## config.mk

```make
export PLATFORM = sky130hd
export DESIGN_NAME = keyed_block_transposition
export DESIGN_NICKNAME = d
export VERILOG_FILES = /design/src/rtl/kbt_pkg.sv /design/src/rtl/kbt_rank.sv /design/src/rtl/kbt_fill.sv /design/src/rtl/kbt_emit.sv /design/src/rtl/keyed_block_transposition.sv
export SDC_FILE = /design/constraint.sdc
export NUM_CORES = 1
export LEC_CHECK = 0
export BUFFER_PORTS_ARGS = -buffer_cell sky130_fd_sc_hd__buf_2
export CORE_MARGIN = 4
export CORE_UTILIZATION = 60
export DETAILED_ROUTE_END_ITERATION = 8
export PLACE_DENSITY_LB_ADDON = 0.12
export REMOVE_ABC_BUFFERS = 1
export SLEW_MARGIN = 20
export SYNTH_ARGS = -nofsm -noshare
export SYNTH_HDL_FRONTEND = slang
export SYNTH_SLANG_ARGS = --single-unit
```

## constraint.sdc

```tcl
create_clock -name clk -period 9.32 [get_ports clk]
set_clock_uncertainty 0.2 [all_clocks]
set_input_delay 1.864 -clock clk [delete_from_list [all_inputs] [get_ports clk]]
set_output_delay 1.864 -clock clk [all_outputs]
set_load 0.02 [all_outputs]
```

## src/rtl/kbt_pkg.sv

```systemverilog
// Shared types, sizes and constants for the keyed block transposition block.
// No dependencies; every rtl file imports this package.
`timescale 1ns / 1ps

package kbt_pkg;

    localparam int MAX_KEY_LENGTH = 10;
    localparam int KEY_SLOTS      = 10;
    localparam int ROW_LIMIT      = (MAX_KEY_LENGTH < KEY_SLOTS) ? MAX_KEY_LENGTH : KEY_SLOTS;
    localparam int IDX_W          = $clog2(ROW_LIMIT);
    localparam int CNT_W          = $clog2(ROW_LIMIT + 1);
    localparam int CHAR_W         = 8;
    localparam int CFG_IDX_W      = 3;
    localparam int CFG_DATA_W     = 64;

    localparam logic [CHAR_W-1:0] PAD_CHAR = 8'h71;   // 'q'

    // Configuration register indexes
    localparam logic [CFG_IDX_W-1:0] REG_KEY_LOW    = 3'd0;
    localparam logic [CFG_IDX_W-1:0] REG_KEY_HIGH   = 3'd1;
    localparam logic [CFG_IDX_W-1:0] REG_KEY_LENGTH = 3'd2;
    localparam logic [CFG_IDX_W-1:0] REG_DIRECTION  = 3'd3;

    localparam logic DIR_ENCRYPT = 1'b0;
    localparam logic DIR_DECRYPT = 1'b1;

    typedef logic [CHAR_W-1:0] char_t;
    typedef logic [IDX_W-1:0]  idx_t;
    typedef logic [CNT_W-1:0]  cnt_t;
    typedef char_t [ROW_LIMIT-1:0] row_t;
    typedef idx_t  [ROW_LIMIT-1:0] sel_t;
    typedef char_t [KEY_SLOTS-1:0] key_t;

    // A finished row passed from the fill stage to the emit buffer
    typedef struct packed {
        logic valid;
        logic last;
        logic empty;
        cnt_t len;
        row_t data;
    } handoff_t;

endpackage

```

## src/rtl/kbt_rank.sv

```systemverilog
// Key rank table: registers the stable rank of each key character and
// derives the per-output-position row select. Depends on kbt_pkg.
`timescale 1ns / 1ps

module kbt_rank
    import kbt_pkg::*;
(
    input  logic clk,
    input  logic rst_n,
    input  key_t key,
    input  cnt_t row_len,
    input  logic dir,
    output sel_t sel
);

    sel_t rank_reg;
    sel_t rank_next;

    always_comb
    begin
        cnt_t acc;
        for (int j = 0; j < ROW_LIMIT; j++)
        begin
            acc = '0;
            for (int k = 0; k < ROW_LIMIT; k++)
            begin
                if ((CNT_W'(k) < row_len) &&
                    ((key[k] < key[j]) || ((key[k] == key[j]) && (k < j))))
                begin
                    acc = acc + cnt_t'(1);
                end
            end
            rank_next[j] = acc[IDX_W-1:0];
        end
    end

    always_ff @(posedge clk or negedge rst_n)
    begin
        if (!rst_n)
        begin
            for (int j = 0; j < ROW_LIMIT; j++)
            begin
                rank_reg[j] <= idx_t'(j);
            end
        end
        else
        begin
            rank_reg <= rank_next;
        end
    end

    // Encrypt reads the inverse permutation, decrypt reads the ranks directly
    always_comb
    begin
        idx_t inv;
        for (int p = 0; p < ROW_LIMIT; p++)
        begin
            inv = '0;
            for (int j = 0; j < ROW_LIMIT; j++)
            begin
                if ((CNT_W'(j) < row_len) && (rank_reg[j] == idx_t'(p)))
                begin
                    inv = inv | idx_t'(j);
                end
            end
            sel[p] = (dir == DIR_DECRYPT) ? rank_reg[p] : inv;
        end
    end

endmodule

```

## src/rtl/kbt_fill.sv

```systemverilog
// Row fill stage: collects incoming bytes into the current row and hands a
// full, padded or dropped row to the emit buffer. Depends on kbt_pkg.
`timescale 1ns / 1ps

module kbt_fill
    import kbt_pkg::*;
(
    input  logic     clk,
    input  logic     rst_n,
    input  logic     in_valid,
    input  logic     in_ready,
    input  char_t    in_char,
    input  logic     in_last,
    input  cnt_t     row_len,
    input  logic     dir,
    output logic     needs_buf,
    output handoff_t ho
);

    row_t row_reg;
    cnt_t fill_reg;
    cnt_t fill_next;

    logic accept;
    cnt_t fill_eff;
    cnt_t fill_inc;
    logic full;
    row_t row_with;

    assign accept   = in_valid && in_ready;
    // Drop a stale partial row when the row length was lowered under it
    assign fill_eff = (fill_reg >= row_len) ? '0 : fill_reg;
    assign fill_inc = fill_eff + cnt_t'(1);
    assign full     = (fill_inc == row_len);
    // The offered byte closes a row and needs the emit buffer
    assign needs_buf = full || in_last;

    always_comb
    begin
        row_with = row_reg;
        row_with[fill_eff[IDX_W-1:0]] = in_char;
    end

    always_comb
    begin
        ho.valid = accept && needs_buf;
        ho.last  = in_last;
        ho.empty = !full && (dir == DIR_DECRYPT);
        ho.len   = ho.empty ? cnt_t'(1) : row_len;
        for (int j = 0; j < ROW_LIMIT; j++)
        begin
            ho.data[j] = (CNT_W'(j) < fill_inc) ? row_with[j] : PAD_CHAR;
        end
    end

    assign fill_next = ho.valid ? '0 : fill_inc;

    always_ff @(posedge clk or negedge rst_n)
    begin
        if (!rst_n)
        begin
            fill_reg <= '0;
        end
        else if (accept)
        begin
            fill_reg <= fill_next;
        end
    end

    always_ff @(posedge clk)
    begin
        if (accept)
        begin
            row_reg <= row_with;
        end
    end

    a_fill_bound: assert property (@(posedge clk) disable iff (!rst_n)
        fill_reg < cnt_t'(ROW_LIMIT))
        else $error("fill count beyond row storage");

endmodule

```

## src/rtl/kbt_emit.sv

```systemverilog
// Emit buffer: holds one finished row and sends it out one item per cycle
// while out_ready is high, in permuted order. Depends on kbt_pkg.
`timescale 1ns / 1ps

module kbt_emit
    import kbt_pkg::*;
(
    input  logic     clk,
    input  logic     rst_n,
    input  handoff_t ho,
    input  sel_t     sel,
    output logic     free,
    output logic     out_valid,
    input  logic     out_ready,
    output char_t    out_char,
    output logic     out_last,
    output logic     out_empty
);

    logic busy_reg;
    idx_t idx_reg;
    cnt_t len_reg;
    logic last_reg;
    logic empty_reg;
    row_t buf_reg;

    logic beat_done;
    logic final_beat;

    assign beat_done  = busy_reg && out_ready;
    assign final_beat = ((cnt_t'(idx_reg) + cnt_t'(1)) == len_reg);
    assign free       = !busy_reg || (beat_done && final_beat);

    assign out_valid = busy_reg;
    assign out_char  = empty_reg ? '0 : buf_reg[sel[idx_reg]];
    assign out_last  = last_reg && final_beat;
    assign out_empty = empty_reg;

    always_ff @(posedge clk or negedge rst_n)
    begin
        if (!rst_n)
        begin
            busy_reg <= 1'b0;
            idx_reg  <= '0;
        end
        else if (ho.valid)
        begin
            busy_reg <= 1'b1;
            idx_reg  <= '0;
        end
        else if (beat_done && final_beat)
        begin
            busy_reg <= 1'b0;
        end
        else if (beat_done)
        begin
            idx_reg <= idx_reg + idx_t'(1);
        end
    end

    always_ff @(posedge clk)
    begin
        if (ho.valid)
        begin
            buf_reg   <= ho.data;
            len_reg   <= ho.len;
            last_reg  <= ho.last;
            empty_reg <= ho.empty;
        end
    end

    a_load_when_free: assert property (@(posedge clk) disable iff (!rst_n)
        ho.valid |-> free)
        else $error("row handed over while buffer still holds items");

    a_idx_in_row: assert property (@(posedge clk) disable iff (!rst_n)
        busy_reg |-> (cnt_t'(idx_reg) < len_reg))
        else $error("emit index past row length");

    a_empty_single: assert property (@(posedge clk) disable iff (!rst_n)
        (busy_reg && empty_reg) |-> (len_reg == cnt_t'(1)) && last_reg)
        else $error("end mark item not a single final item");

endmodule

```

## src/rtl/keyed_block_transposition.sv

```systemverilog
// Keyed block transposition, top level: configuration registers, row fill,
// key ranking and emit buffer. Depends on kbt_pkg, kbt_rank, kbt_fill, kbt_emit.
//
// Usage:
//   Input stream (s_*): one message byte per item, tlast on the final byte.
//   Output stream (m_*): permuted bytes, tlast on the final result of the
//   message, tuser set on the lone end-mark item of a dropped decrypt row.
//   Configuration (cfg_*): write key bytes, key length and direction while
//   the block is idle; cfg_ready is always high.
// Throughput: one byte per cycle in and out while m_tready stays high. A
//   row fills while the previous row drains from the emit buffer, so a
//   steady stream keeps both sides busy without gaps.
// Output: the first result of a row appears the cycle after the byte that
//   completes it; the row then drains at one item per cycle while m_tready is high.
// Stall: when the receiver holds m_tready low and the emit buffer is still
//   full, s_tready drops as soon as the next row would need the buffer.
// Reset: clears the row fill count, the emit buffer and the registers
//   (key 0, key length 1, encrypt). The block takes items right after reset.
`timescale 1ns / 1ps

module keyed_block_transposition
    import kbt_pkg::*;
(
    input  logic                  clk,
    input  logic                  rst_n,
    input  logic                  s_tvalid,
    output logic                  s_tready,
    input  logic [7:0]            s_tdata,    // [7:0] in_char
    input  logic                  s_tlast,    // in_last
    output logic                  m_tvalid,
    input  logic                  m_tready,
    output logic [7:0]            m_tdata,    // [7:0] out_char
    output logic                  m_tlast,    // out_last
    output logic                  m_tuser,    // [0] out_empty
    input  logic                  cfg_valid,
    output logic                  cfg_ready,
    input  logic [CFG_IDX_W-1:0]  cfg_index,
    input  logic [CFG_DATA_W-1:0] cfg_data
);

    logic [63:0] key_low_reg;
    logic [15:0] key_high_reg;
    logic [3:0]  key_length_reg;
    logic        dir_reg;

    key_t     key;
    cnt_t     row_len;
    sel_t     sel;
    handoff_t ho;
    logic     free;
    logic     needs_buf;

    assign cfg_ready = 1'b1;

    always_ff @(posedge clk or negedge rst_n)
    begin
        if (!rst_n)
        begin
            key_low_reg    <= '0;
            key_high_reg   <= '0;
            key_length_reg <= 4'd1;
            dir_reg        <= DIR_ENCRYPT;
        end
        else if (cfg_valid && cfg_ready)
        begin
            case (cfg_index)
                REG_KEY_LOW:    key_low_reg    <= cfg_data;
                REG_KEY_HIGH:   key_high_reg   <= cfg_data[15:0];
                REG_KEY_LENGTH: key_length_reg <= cfg_data[3:0];
                REG_DIRECTION:  dir_reg        <= cfg_data[0];
                default:        ;
            endcase
        end
    end

    assign key = {key_high_reg, key_low_reg};

    // Clamp the key length into one to the row storage size
    always_comb
    begin
        if (key_length_reg == 4'd0)
        begin
            row_len = cnt_t'(1);
        end
        else if ({1'b0, key_length_reg} > 5'(ROW_LIMIT))
        begin
            row_len = cnt_t'(ROW_LIMIT);
        end
        else
        begin
            row_len = cnt_t'(key_length_reg);
        end
    end

    // Hold only the byte that would hand a row to a busy emit buffer
    assign s_tready = free || !needs_buf;

    kbt_rank u_rank (
        .clk     (clk),
        .rst_n   (rst_n),
        .key     (key),
        .row_len (row_len),
        .dir     (dir_reg),
        .sel     (sel)
    );

    kbt_fill u_fill (
        .clk       (clk),
        .rst_n     (rst_n),
        .in_valid  (s_tvalid),
        .in_ready  (s_tready),
        .in_char   (s_tdata),
        .in_last   (s_tlast),
        .row_len   (row_len),
        .dir       (dir_reg),
        .needs_buf (needs_buf),
        .ho        (ho)
    );

    kbt_emit u_emit (
        .clk       (clk),
        .rst_n     (rst_n),
        .ho        (ho),
        .sel       (sel),
        .free      (free),
        .out_valid (m_tvalid),
        .out_ready (m_tready),
        .out_char  (m_tdata),
        .out_last  (m_tlast),
        .out_empty (m_tuser)
    );

endmodule
```

==> impl_results.md <==
- Area leader, netlist: ha_1
- Initial cell density of the core: 0.609
- Max stage delay on crit path: 0.80 ns
- Vias: 25367
- H-tree levels: 2
- Final hold slack: 0.362 ns
- I/O pins: 94
- Netlist cell types: 111
- FF+latch count, synth: 300
- Post-synth ARST share: 0.447
- Die H: 229 um
- FF-to-FF setup slack: 2.48 ns
- Mean Syn Cell Area: 9.32 sq um
- Clock buffer depth: 3
- Post-synth top area share: 0.201
- Via density: 6.58
- CP endpoint kind: output pin
- Wire length per cell: 24.5 um
- RSZ-0062 raised after global routing: false
- Yosys warns: 0
- Root Driver: clkbuf_16
- DRC Markers: 0
- Die ar.: 52300 sq um
- Status: complete, no violations
- First-pass GRT wire length: 143 mm
- FP Rows: 80
- Initial DRC count: 2383
- Setup TNS Final: 0 ns
- Main area contributors after synthesis: ha_1 (20%), edfxtp_1 (17%), dfrtp_1 (10%)
- Grt ovf: 0
- Clk sinks: 300
- Vias in the first global route: 24422
- Crit path DAT: 5.06 ns
- Crit-path cells: buf_4 -> a211o_1 -> nand2_1 -> nor2_1 -> a21oi_1 -> a31oi_1 -> a2111oi_0 -> o32ai_4 -> buf_4 -> or4_1 -> o22ai_1 -> a211o_1 -> buf_2
- Crit path kind: reg2out
- Slew headroom: 0.259
- Post-synthesis cell count: 3135
- Chip width: 229 um
- I/O Buffers: 92
- Cts repair resizes: 0
- CTS tree: built
- Core ar.: 47900 sq um
- Worst setup SP type: flip-flop
- Post-synth EDFFs: 166
- Ys flop type: edfxtp_1
- Final nets: 3762
- Post-Layout Cell Count: 3854
- Total CTS buffers: 35
- Tightest Hold Check Type: reg2reg
- Worst Max-Slew Pin Slew: 1.10 ns
- Antenna-violating nets left: 0
- CTS Hold Bufs: 0
- Critical Path Slowest Stage Cell: a2111oi_0
- WP data required: 7.26 ns
- Max Fclk: 140 MHz
- Worst Path Max Fanout: 33
- Iteration count of the initial detailed-routing pass: 8
- GP Congestion: 0.980
- Clock Pin Slew Worst Setup and Hold Paths: 0.05 ns
- Placed Cells: 3790
- Most common cell in the netlist: ha_1
- # setup viols final: 0
- Min cycle time layout: 7.13 ns
- Share of cells above drive strength 1: 0.121
- HPWL after DPL: 74.2 mm
- Most frequent cells after synthesis: ha_1 (469), nand2_1 (273), o21ai_0 (234)
- Initial antenna violation count: 1
- Final hold vios: 0
- Clk_lat worst skew: 0.58 ns
- Largest net degree at the start of global routing: 107
- Area growth syn-to-layout: 7.69%
- Setup Fix Bufs, Post-CTS: 0
- Post-synthesis sequential area ratio: 0.286
- Final wirelength: 94.6 mm
- Tcrit/Tclk final: 0.765
- Mapped Area: 29200 sq um
- Max_cap viols: 0
- Max-slew violations: 0
- Gr usage total: 0.351
## kinds of logic (layout without fill, tap and decap cells)
kind of cell	count (synthesis)	in the layout	share of synthesized area
other cells	1	2	0.000128
fa+ha+maj	470	470	0.201
simple gates	950	950	0.164
flops	300	300	0.286
mux	165	165	0.0621
buf+inv	283	386	0.0390
xor+xnor	222	222	0.0828
compound gates	744	744	0.164
## worst max-delay path, delay by kind of cell, from the launching register on
kind,cells,cell delay [ns]
and+or+nand+nor,3,0.94
buffers and inverters,3,0.78
AOI/OAI and AO/OA,7,2.27
DFF,1,0.49
## path summary, 6_finish.rpt
path / startpoint / to / cells past startpoint
min: u_fill.row_reg[50]$_DFFE_PP_ / u_fill.row_reg[50]$_DFFE_PP_ / 1
max: key_length_reg[3]$_DFFE_PN0P_ / m_tdata[0] / 13
max reg2reg: key_low_reg[9]$_DFFE_PN0P_ / u_rank.rank_reg[30]$_DFF_PN1_ / 29
min reg2reg: u_fill.row_reg[50]$_DFFE_PP_ / u_fill.row_reg[50]$_DFFE_PP_ / 1
min in group asynchronous: rst_n / key_low_reg[14]$_DFFE_PN0P_ / 1
max in group asynchronous: rst_n / u_emit.idx_reg[0]$_DFFE_PN0P_ / 2
## final cells by class
type / count / area, sq um
antenna: 1 / 2.50
fill: 3906 / 16500
multi-input combinational: 2552 / 19800
clock buffer: 45 / 933
sequential: 300 / 8360
inverter: 201 / 754
clock inverter: 18 / 163
timing repair buffer: 122 / 704
tap: 615 / 769
## metrics by stage
stage                     area [sq um]   util  setup WS (ns)
final                            31500  0.656           2.19
after global routing             31500  0.656           1.89
after floorplan                  28800      -          -2.26
after detailed placement         30400  0.633           2.60
after CTS                        31500  0.656           2.17
after global placement           30300  0.632           2.74
## cells in the final DEF (no fill, tap or decap), types with 11 or more instances in the layout
master,instances
a211o_1,15
a211oi_1,29
a21o_1,33
a21oi_1,173
a31oi_1,31
and2_1,54
and3_1,16
buf_2,91
buf_4,29
clkbuf_16,35
dfrtp_1,118
dfstp_2,16
edfxtp_1,166
ha_1,469
inv_1,199
mux2_2,110
mux2i_1,53
nand2_1,273
nand2b_1,80
nand3_1,68
nand4_1,61
nor2_1,198
nor2b_1,43
nor3_1,45
nor3b_1,11
nor4_1,11
o211ai_1,25
o21a_1,28
o21ai_0,234
o221ai_1,11
o22ai_1,20
o31ai_1,16
or2_2,22
xnor2_1,127
xor2_1,57
## layer usage
metal,vias up,track usage,part of all wire
met1,12177,0.456,0.41
met4,0,0.187,0.061
met5,-,0,0
met3,329,0.0496,0.073
met2,1194,0.571,0.46
li1,11667,-,-
Power is left out: the tool's default activity adds up to more than one toggle a clock period on the data nets, which glitch-free logic cannot reach.
